## config.mk

```make
export PLATFORM = sky130hd
export DESIGN_NAME = ncc_accum
export DESIGN_NICKNAME = d
export VERILOG_FILES = /design/src/rtl/ncc_pkg.sv /design/src/rtl/ncc_accum.sv
export VERILOG_INCLUDE_DIRS = /design/src /design/src/rtl
export SDC_FILE = /design/constraint.sdc
export NUM_CORES = 2
export LEC_CHECK = 0
export BUFFER_PORTS_ARGS = -buffer_cell sky130_fd_sc_hd__buf_2
export CAP_MARGIN = 20
export CORE_ASPECT_RATIO = 1.5
export CORE_MARGIN = 5
export CORE_UTILIZATION = 45
export CTS_CLUSTER_SIZE = 20
export DETAILED_ROUTE_END_ITERATION = 12
export SLEW_MARGIN = 5
export SYNTH_ARGS = -nofsm -noshare
export SYNTH_HDL_FRONTEND = slang
export SYNTH_SLANG_ARGS = --single-unit
```

## constraint.sdc

```tcl
create_clock -name clk -period 25.2 [get_ports clk]
set_input_delay 2.52 -clock clk [delete_from_list [all_inputs] [get_ports clk]]
set_output_delay 2.52 -clock clk [all_outputs]
set_load 0.05 [all_outputs]
```

## src/rtl/assert_macros.svh

```systemverilog
// assertion helpers, sampled on clk and disabled while rst_n is low
`ifndef ASSERT_MACROS_SVH
`define ASSERT_MACROS_SVH

// property holds at every edge
`define NCC_ASSERT(lbl, prop, msg) \
    lbl: assert property (@(posedge clk) disable iff (!rst_n) prop) \
        else $error(msg);

// antecedent now, consequent in the following cycle
`define NCC_ASSERT_NEXT(lbl, ante, cons, msg) \
    lbl: assert property (@(posedge clk) disable iff (!rst_n) (ante) |=> (cons)) \
        else $error(msg);

`endif

```

## src/rtl/ncc_pkg.sv

```systemverilog
package ncc_pkg;

    localparam int SAMPLE_W = 16;
    localparam int PROD_W   = 2 * SAMPLE_W;
    localparam int ACC_W    = 48;
    localparam int RAD_W    = 64;
    localparam int ROOT_W   = RAD_W / 2;
    localparam int DEN_W    = 2 * ROOT_W;
    localparam int ALU_W    = DEN_W + 1;
    localparam int Q_W      = 32;
    localparam int CORR_W   = 16;
    localparam int CNT_W    = 5;
    localparam int EXT_SHIFT = RAD_W - ACC_W;

    localparam logic [CNT_W-1:0] SQRT_FIRST = CNT_W'(ROOT_W - 1);
    localparam logic [CNT_W-1:0] DIV_FIRST  = CNT_W'(30);
    localparam logic [Q_W-1:0]   Q_SAT      = Q_W'(64'h8000_0000);
    localparam logic [Q_W-1:0]   POS_LIMIT  = Q_W'(32767);
    localparam logic [Q_W-1:0]   NEG_LIMIT  = Q_W'(32768);

    typedef enum logic [2:0] {
        S_IDLE,
        S_LOAD,
        S_SQRT_A,
        S_SQRT_B,
        S_MUL,
        S_CHECK,
        S_DIV,
        S_DONE
    } ncc_state_t;

    typedef struct packed {
        logic signed [ACC_W-1:0] dot_sum;
        logic [ACC_W-1:0]        energy_first;
        logic [ACC_W-1:0]        energy_second;
        logic                    last_pending;
    } acc_status_t;

endpackage

```

## src/rtl/ncc_accum.sv

```systemverilog
`include "assert_macros.svh"

module ncc_accum (
    input  logic                          clk,
    input  logic                          rst_n,
    input  logic                          accept,
    input  logic [ncc_pkg::SAMPLE_W-1:0]  sample_a,
    input  logic [ncc_pkg::SAMPLE_W-1:0]  sample_b,
    input  logic                          last,
    input  logic                          clear,
    output ncc_pkg::acc_status_t          status
);
    import ncc_pkg::*;

    logic                        stage_valid_reg;
    logic signed [SAMPLE_W-1:0]  a_reg;
    logic signed [SAMPLE_W-1:0]  b_reg;
    logic                        last_reg;

    logic signed [ACC_W-1:0]     dot_sum_reg, dot_sum_next;
    logic [ACC_W-1:0]            energy_first_reg, energy_first_next;
    logic [ACC_W-1:0]            energy_second_reg, energy_second_next;

    logic signed [PROD_W-1:0]    prod_ab;
    logic signed [PROD_W-1:0]    prod_aa;
    logic signed [PROD_W-1:0]    prod_bb;
    logic signed [ACC_W:0]       dot_wide;
    logic [ACC_W:0]              ea_wide;
    logic [ACC_W:0]              eb_wide;

    always_ff @(posedge clk or negedge rst_n)
    begin
        if (!rst_n)
        begin
            stage_valid_reg <= 1'b0;
        end
        else
        begin
            stage_valid_reg <= accept;
        end
    end

    always_ff @(posedge clk)
    begin
        if (accept)
        begin
            a_reg    <= sample_a;
            b_reg    <= sample_b;
            last_reg <= last;
        end
    end

    always_comb
    begin
        prod_ab  = a_reg * b_reg;
        prod_aa  = a_reg * a_reg;
        prod_bb  = b_reg * b_reg;
        dot_wide = (ACC_W+1)'(dot_sum_reg) + (ACC_W+1)'(prod_ab);
        ea_wide  = {1'b0, energy_first_reg} + (ACC_W+1)'($unsigned(prod_aa));
        eb_wide  = {1'b0, energy_second_reg} + (ACC_W+1)'($unsigned(prod_bb));

        dot_sum_next       = dot_sum_reg;
        energy_first_next  = energy_first_reg;
        energy_second_next = energy_second_reg;

        priority if (clear)
        begin
            dot_sum_next       = '0;
            energy_first_next  = '0;
            energy_second_next = '0;
        end
        else if (stage_valid_reg)
        begin
            // saturate at the 48-bit range
            if (dot_wide[ACC_W] != dot_wide[ACC_W-1])
            begin
                dot_sum_next = dot_wide[ACC_W] ? {1'b1, {(ACC_W-1){1'b0}}}
                                               : {1'b0, {(ACC_W-1){1'b1}}};
            end
            else
            begin
                dot_sum_next = dot_wide[ACC_W-1:0];
            end
            energy_first_next  = ea_wide[ACC_W] ? '1 : ea_wide[ACC_W-1:0];
            energy_second_next = eb_wide[ACC_W] ? '1 : eb_wide[ACC_W-1:0];
        end
        else
        begin
            dot_sum_next       = dot_sum_reg;
            energy_first_next  = energy_first_reg;
            energy_second_next = energy_second_reg;
        end
    end

    always_ff @(posedge clk or negedge rst_n)
    begin
        if (!rst_n)
        begin
            dot_sum_reg       <= '0;
            energy_first_reg  <= '0;
            energy_second_reg <= '0;
        end
        else
        begin
            dot_sum_reg       <= dot_sum_next;
            energy_first_reg  <= energy_first_next;
            energy_second_reg <= energy_second_next;
        end
    end

    assign status.dot_sum       = dot_sum_reg;
    assign status.energy_first  = energy_first_reg;
    assign status.energy_second = energy_second_reg;
    assign status.last_pending  = stage_valid_reg & last_reg;

    `NCC_ASSERT(a_zero_energy_zero_dot,
        (energy_first_reg == '0 || energy_second_reg == '0) |-> dot_sum_reg == '0,
        "dot product nonzero with a silent sequence")

endmodule

```

==> flow_summary.yaml <==
global_routing:
  grt_pass1_vias: 33600
  grt_pass1_wl_microns: 185000
  grt_overflow: 0
  grtUsageTotal_pct: 23.8
  grt_max_degree: 94
  antenna_found_initial: 1
synthesis:
  yosysSeqAreaShare_pct: 11.1
  syn-cell-area_sq_um: 41700
  synthCells: 4523
  synth_ff_type: "dfrtp_1"
  synth_edf_count: 33
  syn_area_per_cell_sq_um: 9.23
  synth-seq-cells: 178
  yosys_warnings: 0
  synth_cell_types: 87
  synth_nets: 5774
  async_reset_ff_share_pct: 81.5
critical_path:
  critical_path_class: "flip-flop to flip-flop"
  crit_slowest_cell: "a211oi_1"
  setup.worst_path.end_class: "flip-flop"
  slowest_delay_ps: 720
  start_kind: "flip-flop"
  crit_arrival_ps: 9750
  crit_path_max_fanout: 36
  cpMostUsedCell: "fa_1"
  worstPathRequired_ps: 25590
timing:
  fmax_mhz: 107
  slew_headroom_pct: 29.6
  layout_min_cycle_time_ps: 9360
  maxSlewViolCount: 0
  setup_viol: 0
  final_hold_viol_count: 0
  timing.final.crit_share_pct: 37.1
  setup_tns_ps: 0
  skew_ps: 22.2
  rsz0062_at_grt: "false"
  worst_slack_ps: 15840
  worstMarginPinSlew_ps: 1050
place:
  io_buffers: 181
  dp_hpwl_microns: 91100
  pre_cts_ws_ps: 15770
  placed_cells: 5749
  gp_congestion: 0.889
cts:
  cts_hold_buf: 0
  path_clk_slew_ps: 100
  cts_root_buf: "clkbuf_16"
  clkLatencyLatePin_ps: 540
  cts_made_buffers: 17
  post_cts_buffers: 0
  cts_resized: 0
  clock_path_buffers: 2
  cts_tree: "done"
  htreeDepth: 4
  cts_sinks: 178
final_layout:
  utilization_pct: 48.4
  final_cell_mix: "inv_1, fa_1, nand2_1"
  area_growth_pct: 6.46
  drive_gt1_share_pct: 6.60
  final_cells: 5781
  nets: 5846
  mostFrequentLayoutCell: "inv_1"
  num_antenna_cells: 0
  nFillCells: 8931
floorplan:
  fp.dieH_microns: 383
  die_x_microns: 259
  dieArea_sq_um: 99100
  std_cell_rows: 136
  initial_core_util_pct: 45.4
  io_pins: 182
  core_area_sq_um: 91900
route:
  vias: 30600
  wl_per_cell_microns: 19.8
  dr.pass1.iters: 5
  drt-initial-drc-count: 1416
  drt-vias-per-instance: 5.30
  ant_nets: 0
  drc: 0
  routed_wl_microns: 114000
run_status:
  status: "complete, no violations"
hold_path:
  min_path_type: "flip-flop to flip-flop"
flow_run:
  max_cap_viol_count: 0
==> final timing paths <==
| check | startpoint | to | slack, ps | depth (start not counted) |
|---|---|---|---|---|
| worst max-delay path | b_reg[4] | energy_second_reg[23] | 15840 | 31 |
| worst min-delay path | dot_sum_reg[30] | dot_sum_reg[30] | 530 | 2 |
| worst max register to register | b_reg[4] | energy_second_reg[23] | 15840 | 31 |
| worst min register to register | dot_sum_reg[30] | dot_sum_reg[30] | 530 | 2 |
| max in group asynchronous | rst_n | dot_sum_reg[20] | 21740 | 2 |
| min in group asynchronous | rst_n | energy_second_reg[39] | 2070 | 1 |
==> critical path: cells and delay by family, from the launching register on <==
kind / cells / cell delay [ps]
adder cells (fa/ha/maj): 8 / 3610
XOR/XNOR: 1 / 460
AO/OA/AOI/OAI: 12 / 3230
buffers and inverters: 5 / 730
AND/OR/NAND/NOR: 5 / 830
flip-flops: 1 / 340
==> Yosys cell counts, drive strengths merged (4+ instances only) <==
| master | count | area (sq um) |
|---|---|---|
| a31o | 6 | 52.6 |
| nor3b | 4 | 30.0 |
| o21a | 13 | 97.6 |
| a21o | 93 | 698 |
| nand2b | 32 | 200 |
| a211o | 4 | 36.3 |
| edfxtp | 33 | 991 |
| o21ai | 135 | 679 |
| xor2 | 56 | 490 |
| xnor2 | 131 | 1170 |
| o22ai | 6 | 37.5 |
| a21oi | 155 | 802 |
| o31ai | 10 | 93.8 |
| nand3 | 44 | 220 |
| nor2b | 25 | 156 |
| a311oi | 54 | 473 |
| or3 | 8 | 50.1 |
| and4 | 7 | 61.3 |
| nor4 | 7 | 50.1 |
| nand4 | 29 | 188 |
| mux2i | 15 | 150 |
| buf | 19 | 124 |
| dfrtp | 145 | 3630 |
| and3 | 26 | 163 |
| ha | 373 | 4670 |
| clkbuf | 159 | 598 |
| o21bai | 21 | 158 |
| o31a | 4 | 35.0 |
| o221ai | 4 | 41.3 |
| or2 | 7 | 43.8 |
| a211oi | 30 | 225 |
| o211ai | 10 | 98.8 |
| a41oi | 5 | 51.3 |
| a31oi | 14 | 87.6 |
| nor2 | 276 | 1040 |
| nand2 | 471 | 1770 |
| a21bo | 5 | 50.1 |
| a221oi | 4 | 35.0 |
| nor3 | 37 | 196 |
| and2 | 168 | 1050 |
| fa | 841 | 16800 |
| inv | 997 | 3740 |
==> stage by stage <==
stage	instance area, sq um	hold WS [ps]
2_1_floorplan	41700	741
3_3_place_gp	43800	508
3_5_place_dp	43800	520
4_1_cts	44400	539
5_1_grt	44400	553
6_report	44400	532
==> per-layer routing <==
layer / global-route usage (%) / up-vias / wire [microns]
li1: - / 14200 / -
met1: 26.9 / 15700 / 41600
met2: 44.9 / 612 / 62600
met3: 2.28 / 195 / 3700
met4: 11.3 / 0 / 6400
met5: 0 / - / 0
==> kinds of logic after synthesis <==
group           share of synthesized area [%]
fa+ha+maj                                51.5
simple gates                             12.7
mux                                     0.441
buf+inv                                  10.7
flops                                    11.1
compound gates                           9.63
xor+xnor                                 3.97
==> layout make-up <==
class	count	area (sq um)	share of cell area, %
Inverter	1000	3750	8.45
Sequential cell	178	4620	10.4
Clock buffer	19	454	1.02
Timing Repair Buffer	231	1290	2.90
Tap cell	1173	1470	3.30
Clock inverter	13	180	0.405
Multi-Input combinational cell	3167	32700	73.5
Power is left out: the tool's default activity adds up to more than one toggle a clock period on the data nets, which glitch-free logic cannot reach.
