`config.mk`:
```
export PLATFORM = sky130hd
export DESIGN_NAME = ncc_seq
export DESIGN_NICKNAME = d
export VERILOG_FILES = /design/src/rtl/ncc_pkg.sv /design/src/rtl/ncc_sub.sv /design/src/rtl/ncc_seq.sv
export VERILOG_INCLUDE_DIRS = /design/src /design/src/rtl
export SDC_FILE = /design/constraint.sdc
export NUM_CORES = 2
export LEC_CHECK = 0
export BUFFER_PORTS_ARGS = -buffer_cell sky130_fd_sc_hd__buf_2
export CAP_MARGIN = 20
export CELL_PAD_IN_SITES_DETAIL_PLACEMENT = 1
export CELL_PAD_IN_SITES_GLOBAL_PLACEMENT = 1
export CORE_ASPECT_RATIO = 0.6
export CORE_MARGIN = 2
export CORE_UTILIZATION = 50
export CTS_BUF_LIST = sky130_fd_sc_hd__clkbuf_4
export CTS_CLUSTER_DIAMETER = 120
export CTS_CLUSTER_SIZE = 24
export DETAILED_ROUTE_END_ITERATION = 10
export PLACE_DENSITY_LB_ADDON = 0.1
export SETUP_SLACK_MARGIN = 0.4
export SYNTH_ARGS = -nofsm -noshare
export SYNTH_HDL_FRONTEND = slang
export SYNTH_SLANG_ARGS = --single-unit
export TNS_END_PERCENT = 100
```
`constraint.sdc`:
```
create_clock -name clk -period 15 [get_ports clk]
set_clock_uncertainty 0.15 [all_clocks]
set_input_delay 0.75 -clock clk [delete_from_list [all_inputs] [get_ports clk]]
set_output_delay 0.75 -clock clk [all_outputs]
set_load 0.02 [all_outputs]
```
`src/rtl/assert_macros.svh`:
```
// assertion helpers, sampled on clk and disabled while rst_n is low
`ifndef ASSERT_MACROS_SVH
`define ASSERT_MACROS_SVH

// property holds at every edge
`define NCC_ASSERT(lbl, prop, msg) \
    lbl: assert property (@(posedge clk) disable iff (!rst_n) prop) \
        else $error(msg);

// antecedent now, consequent in the following cycle
`define NCC_ASSERT_NEXT(lbl, ante, cons, msg) \
    lbl: assert property (@(posedge clk) disable iff (!rst_n) (ante) |=> (cons)) \
        else $error(msg);

`endif

```
`src/rtl/ncc_pkg.sv`:
```
package ncc_pkg;

    localparam int SAMPLE_W = 16;
    localparam int PROD_W   = 2 * SAMPLE_W;
    localparam int ACC_W    = 48;
    localparam int RAD_W    = 64;
    localparam int ROOT_W   = RAD_W / 2;
    localparam int DEN_W    = 2 * ROOT_W;
    localparam int ALU_W    = DEN_W + 1;
    localparam int Q_W      = 32;
    localparam int CORR_W   = 16;
    localparam int CNT_W    = 5;
    localparam int EXT_SHIFT = RAD_W - ACC_W;

    localparam logic [CNT_W-1:0] SQRT_FIRST = CNT_W'(ROOT_W - 1);
    localparam logic [CNT_W-1:0] DIV_FIRST  = CNT_W'(30);
    localparam logic [Q_W-1:0]   Q_SAT      = Q_W'(64'h8000_0000);
    localparam logic [Q_W-1:0]   POS_LIMIT  = Q_W'(32767);
    localparam logic [Q_W-1:0]   NEG_LIMIT  = Q_W'(32768);

    typedef enum logic [2:0] {
        S_IDLE,
        S_LOAD,
        S_SQRT_A,
        S_SQRT_B,
        S_MUL,
        S_CHECK,
        S_DIV,
        S_DONE
    } ncc_state_t;

    typedef struct packed {
        logic signed [ACC_W-1:0] dot_sum;
        logic [ACC_W-1:0]        energy_first;
        logic [ACC_W-1:0]        energy_second;
        logic                    last_pending;
    } acc_status_t;

endpackage

```
`src/rtl/ncc_sub.sv`:
```
module ncc_sub (
    input  logic [ncc_pkg::ALU_W-1:0] op_a,
    input  logic [ncc_pkg::ALU_W-1:0] op_b,
    output logic [ncc_pkg::ALU_W-1:0] diff,
    output logic                      ge
);
    import ncc_pkg::*;

    logic [ALU_W:0] wide;

    always_comb
    begin
        wide = {1'b0, op_a} - {1'b0, op_b};
        diff = wide[ALU_W-1:0];
        ge   = ~wide[ALU_W];
    end

endmodule

```
`src/rtl/ncc_seq.sv`:
```
`include "assert_macros.svh"

module ncc_seq (
    input  logic                           clk,
    input  logic                           rst_n,
    input  ncc_pkg::acc_status_t           status,
    input  logic                           res_take,
    output logic                           idle,
    output logic                           res_valid,
    output logic [ncc_pkg::CORR_W-1:0]     res_corr,
    output logic                           res_degen
);
    import ncc_pkg::*;

    ncc_state_t          state_reg, state_next;
    logic [CNT_W-1:0]    cnt_reg, cnt_next;
    logic [RAD_W-1:0]    x_reg, x_next;
    logic [RAD_W-1:0]    res_reg, res_next;
    logic [ROOT_W-1:0]   ra_reg, ra_next;
    logic [DEN_W-1:0]    den_reg, den_next;
    logic [Q_W-1:0]      q_reg, q_next;
    logic                degen_reg, degen_next;

    logic [RAD_W-1:0]    sq_bit;
    logic [RAD_W-1:0]    sq_trial;
    logic [ACC_W-1:0]    mag;
    logic [ALU_W-1:0]    op_a, op_b, diff;
    logic                ge;
    logic [Q_W-1:0]      q_clamp;
    logic [CORR_W-1:0]   corr;

    ncc_sub u_sub (
        .op_a (op_a),
        .op_b (op_b),
        .diff (diff),
        .ge   (ge)
    );

    always_comb
    begin
        sq_bit   = RAD_W'(1) << {cnt_reg, 1'b0};
        sq_trial = res_reg | sq_bit;
        mag      = status.dot_sum[ACC_W-1] ? ACC_W'(-status.dot_sum)
                                           : ACC_W'(status.dot_sum);

        unique case (state_reg)
            S_SQRT_A, S_SQRT_B:
            begin
                op_a = {1'b0, x_reg};
                op_b = {1'b0, sq_trial};
            end
            S_CHECK:
            begin
                op_a = {1'b0, x_reg};
                op_b = {1'b0, den_reg};
            end
            S_DIV:
            begin
                op_a = {x_reg, 1'b0};
                op_b = {1'b0, den_reg};
            end
            default:
            begin
                op_a = '0;
                op_b = '0;
            end
        endcase

        if (status.dot_sum[ACC_W-1])
        begin
            q_clamp = (q_reg > NEG_LIMIT) ? NEG_LIMIT : q_reg;
            corr    = CORR_W'(-q_clamp);
        end
        else
        begin
            q_clamp = (q_reg > POS_LIMIT) ? POS_LIMIT : q_reg;
            corr    = q_clamp[CORR_W-1:0];
        end
    end

    always_comb
    begin
        state_next = state_reg;
        cnt_next   = cnt_reg;
        x_next     = x_reg;
        res_next   = res_reg;
        ra_next    = ra_reg;
        den_next   = den_reg;
        q_next     = q_reg;
        degen_next = degen_reg;

        unique case (state_reg)
            S_IDLE:
            begin
                if (status.last_pending)
                begin
                    state_next = S_LOAD;
                end
            end
            S_LOAD:
            begin
                x_next   = {status.energy_first, EXT_SHIFT'(0)};
                res_next = '0;
                cnt_next = SQRT_FIRST;
                q_next   = '0;
                if (status.energy_first == '0 || status.energy_second == '0)
                begin
                    degen_next = 1'b1;
                    state_next = S_DONE;
                end
                else
                begin
                    degen_next = 1'b0;
                    state_next = S_SQRT_A;
                end
            end
            S_SQRT_A, S_SQRT_B:
            begin
                if (ge)
                begin
                    x_next   = diff[RAD_W-1:0];
                    res_next = (res_reg >> 1) | sq_bit;
                end
                else
                begin
                    res_next = res_reg >> 1;
                end
                cnt_next = cnt_reg - 1'b1;
                if (cnt_reg == '0)
                begin
                    if (state_reg == S_SQRT_A)
                    begin
                        ra_next    = res_next[ROOT_W-1:0];
                        x_next     = {status.energy_second, EXT_SHIFT'(0)};
                        res_next   = '0;
                        cnt_next   = SQRT_FIRST;
                        state_next = S_SQRT_B;
                    end
                    else
                    begin
                        state_next = S_MUL;
                    end
                end
            end
            S_MUL:
            begin
                den_next   = ra_reg * res_reg[ROOT_W-1:0];
                x_next     = RAD_W'(mag);
                state_next = S_CHECK;
            end
            S_CHECK:
            begin
                if (ge)
                begin
                    q_next     = Q_SAT;
                    state_next = S_DONE;
                end
                else
                begin
                    cnt_next   = DIV_FIRST;
                    state_next = S_DIV;
                end
            end
            S_DIV:
            begin
                if (ge)
                begin
                    x_next = diff[RAD_W-1:0];
                    q_next = {q_reg[Q_W-2:0], 1'b1};
                end
                else
                begin
                    x_next = op_a[RAD_W-1:0];
                    q_next = {q_reg[Q_W-2:0], 1'b0};
                end
                cnt_next = cnt_reg - 1'b1;
                if (cnt_reg == '0)
                begin
                    state_next = S_DONE;
                end
            end
            S_DONE:
            begin
                if (res_take)
                begin
                    state_next = S_IDLE;
                end
            end
            default:
            begin
                state_next = S_IDLE;
            end
        endcase
    end

    always_ff @(posedge clk or negedge rst_n)
    begin
        if (!rst_n)
        begin
            state_reg <= S_IDLE;
        end
        else
        begin
            state_reg <= state_next;
        end
    end

    always_ff @(posedge clk)
    begin
        cnt_reg   <= cnt_next;
        x_reg     <= x_next;
        res_reg   <= res_next;
        ra_reg    <= ra_next;
        den_reg   <= den_next;
        q_reg     <= q_next;
        degen_reg <= degen_next;
    end

    assign idle      = (state_reg == S_IDLE);
    assign res_valid = (state_reg == S_DONE);
    assign res_corr  = degen_reg ? '0 : corr;
    assign res_degen = degen_reg;

    `NCC_ASSERT(a_div_nonzero_den,
        (state_reg == S_CHECK || state_reg == S_DIV) |-> den_reg != '0,
        "divide with zero denominator")
    `NCC_ASSERT(a_quot_in_range,
        state_reg == S_DIV |-> q_reg[Q_W-1] == 1'b0,
        "quotient overflow during division")

endmodule

```
==> impl_metrics.py <==
metrics = {
    "status": {
        "outcome": "completed",
    },
    "worst_setup_path": {
        "rr_startpoint": "res_reg[8]$_SDFFCE_PP0P_",
        "arrival_ps": 10330,
        "path_class": "reg2reg",
        "r2r_cells": 25,
        "cp-end-kind": "flop",
        "start_kind": "flop",
        "r2r_end": "den_reg[63]$_DFFE_PP_",
        "r2r_slack_ps": 5130,
        "cp_data_required_time_ps": 15470,
        "worstSetupStartpoint": "res_reg[8]$_SDFFCE_PP0P_",
        "worstPathMaxFanout": 22,
    },
    "placement": {
        "dpl-instance-area_um2": 53700,
        "place_hpwl_um": 138000,
        "place_inst": 6946,
        "io_buffers": 166,
        "place.gp.congestion": 0.953,
    },
    "cts": {
        "cts_tree": "yes",
        "insertion_delay_ps": 860,
        "clk_path_buf_depth": 3,
        "cts_buffers": 14,
        "cts_max_level": 1,
        "clock-sinks": 264,
        "holdBufCountCts": 2,
        "postCtsSetupRepairBufs": 0,
        "root_buffer": "clkbuf_4",
        "cts_resized": 0,
        "path_clk_slew_ps": 280,
    },
    "floorplan": {
        "io_pins": 167,
        "die_x_um": 419,
        "rows": 91,
        "die_y_um": 253,
        "dieArea_um2": 106000,
        "core-area_um2": 103000,
        "start_util_pct": 50.4,
    },
    "pwr": {
        "intPower_mw": 1.70,
        "combPwrFrac_pct": 57.0,
        "power.density_nw_per_um2": 58.2,
        "ir_drop_mv": 0.0984,
        "p_switching_mw": 1.44,
        "leakage_nw": 25.6,
        "sw_frac_of_total_pct": 45.9,
        "p_seq_share_pct": 32.6,
        "p_total_mw": 3.14,
        "p_clk_share_pct": 10.4,
    },
    "timing": {
        "slew_headroom_pct": 6.52,
        "drv_slew": 0,
        "hold_viol_final": 0,
        "setup_tns_ps": 0,
        "min_period_ps": 9870,
        "fmax_ghz": 0.101,
        "finalSetupViolations": 0,
        "rsz0062_at_grt": "false",
        "fin_crit_sh_pct": 65.8,
        "worst_slew_pin_slew_ps": 1390,
    },
    "synthesis": {
        "synth_fp_nets": 7017,
        "syn_area_um2": 51700,
        "ys_seq_area_share_pct": 15.3,
        "post-synth-top-area-cell": "fa_1",
        "ys_warn_count": 0,
        "synthTopCellsByArea": "fa_1, edfxtp_1, ha_1, and2_1, inv_1",
        "netlist_instances": 5634,
        "synth_seq_cells": 264,
        "ys_async_sr_fraction_pct": 1.14,
        "syn_avg_cell_area_um2": 9.18,
        "ys_types": 93,
        "synth_top_area_share_pct": 34.7,
        "synth_flop_cell": "edfxtp_1",
        "synth_edf_count": 261,
    },
    "detailed_routing": {
        "dr.pass1.iters": 9,
        "drcViolationCount": 0,
        "viasPerCell": 6.00,
        "vias": 41900,
        "wire_per_inst_um": 25.3,
        "ant_nets": 0,
        "wl_um": 177000,
        "drt_iter0_markers": 4084,
    },
    "finish": {
        "layout-drive-gt1-share_pct": 6.19,
        "synthToLayoutAreaGrowth_pct": 4.38,
        "n_fill_cell": 11800,
        "nNetsFinal": 6956,
        "multi_input_area_um2": 39100,
        "design_area_um2": 54000,
        "seqCellArea_um2": 7910,
        "instances_no_fill": 6978,
    },
    "global_route": {
        "grt_pass1_wl_um": 274000,
        "grt_usage_pct": 34.0,
        "overflow": 0,
        "grt_antenna_before_repair": 3,
        "grt_start_max_net_pins": 74,
        "grt_pass1_vias": 44300,
    },
    "run": {
        "drv_cap": 0,
    },
    "worst_hold_path": {
        "hold_path_class": "in2async",
    },
}
-- power groups by stage --
stage | clock network [mW] | registers (mW) | logic (mW)
after floorplan | 0 | 1.02 | 1.26
after global placement | 0 | 1.04 | 1.71
after detailed placement | 0 | 1.04 | 1.74
after CTS | 0.324 | 1.02 | 1.75
after global routing | 0.345 | 1.04 | 1.94
final | 0.326 | 1.03 | 1.79
-- layer usage --
layer | global-route usage (%) | part of all wire [%] | up-vias
met4 | 4.30 | 1.4 | 4
met3 | 5.71 | 8.7 | 143
met1 | 53.9 | 48 | 22100
met2 | 49.5 | 42 | 1632
met5 | 0 | 0.015 | -
li1 | - | - | 18000
-- cells in the final DEF (no fill, tap or decap), drive strengths merged, types with 70 or more instances in the layout --
master / Yosys / final
a21o: 70 / 70
edfxtp: 261 / 261
fa: 897 / 897
nand2: 661 / 661
xnor2: 115 / 115
and2: 659 / 659
nor2: 168 / 168
a21oi: 298 / 298
o21ai: 140 / 140
buf: 37 / 271
inv: 897 / 896
a22o: 74 / 74
ha: 338 / 338
-- stage by stage --
stage                     setup WS, ps  util, %  hold slack, ps
after floorplan                   7360        -             274
after global placement            5660     52.4             286
after detailed placement          5400     52.4             306
after CTS                         5350     52.6           0.208
after global routing              4790     52.6            6.32
final                             5130     52.6            44.3
-- how the worst max path moves through the flow --
stage | to | slack (ps) | depth (start not counted)
floorplan | den_reg[63]$_DFFE_PP_ | 7360 | 25
global placement | den_reg[63]$_DFFE_PP_ | 5660 | 25
detailed placement | den_reg[63]$_DFFE_PP_ | 5400 | 25
CTS | den_reg[63]$_DFFE_PP_ | 5350 | 25
global route | den_reg[63]$_DFFE_PP_ | 4790 | 25
finish | den_reg[63]$_DFFE_PP_ | 5130 | 25
-- cell families (layout without fill, tap and decap cells) --
logic type | count (synthesis) | after routing | share of synthesized area, %
other | 0 | 6 | 0
buffers and inverters | 1250 | 1193 | 9.20
DFF | 264 | 264 | 15.3
AOI/OAI and AO/OA | 931 | 931 | 12.1
xor gates and xnor gates | 168 | 168 | 2.84
adders and majority gates | 1235 | 1235 | 42.9
and+or+nand+nor | 1782 | 1782 | 17.6
muxes | 4 | 4 | 0.0798
-- cell type report --
cell class                 instances  share of cell area [%]
multi-input combinational       4120                    72.4
sequential                       264                    14.7
inverter                         897                    6.24
tap                             1395                    3.23
timing repair buffer             276                    3.14
clock buffer                      20                   0.278
antenna                            6                  0.0278
-- synthesized netlist by cell type (9+ instances only) --
master / number
a211oi_1: 17
a21o_1: 70
a21oi_1: 298
a221oi_1: 18
a222oi_1: 15
a22o_1: 74
a22oi_1: 61
a31oi_1: 35
and2_1: 656
and3_1: 43
buf_1: 9
buf_2: 20
clkbuf_1: 315
edfxtp_1: 261
fa_1: 897
ha_1: 338
inv_1: 897
nand2_1: 661
nand2b_1: 19
nand3_1: 42
nand4_1: 42
nor2_1: 167
nor2b_1: 18
nor3_1: 35
nor4_1: 34
o211ai_1: 13
o21a_1: 17
o21ai_0: 124
o21ai_1: 15
o21bai_1: 36
o221ai_1: 18
o31ai_1: 27
o32a_1: 11
o41ai_1: 9
or3_1: 16
xnor2_1: 115
xor2_1: 53
-- critical path, cell delays in order, from the launching register on --
cell	delay, ps
edfxtp_1	1150
buf_4	390
nand2_1	110
fa_1	420
inv_1	80
fa_1	430
fa_1	510
inv_1	50
fa_1	480
inv_1	50
fa_1	520
inv_1	60
fa_1	530
inv_1	60
fa_1	490
fa_1	430
ha_1	430
nand4_1	200
nor2_1	120
o21ai_0	160
a211oi_1	900
o21ai_1	420
o41ai_1	980
or3_1	250
a311oi_1	110
xnor2_1	150
Power figures use the tool's default switching activity.
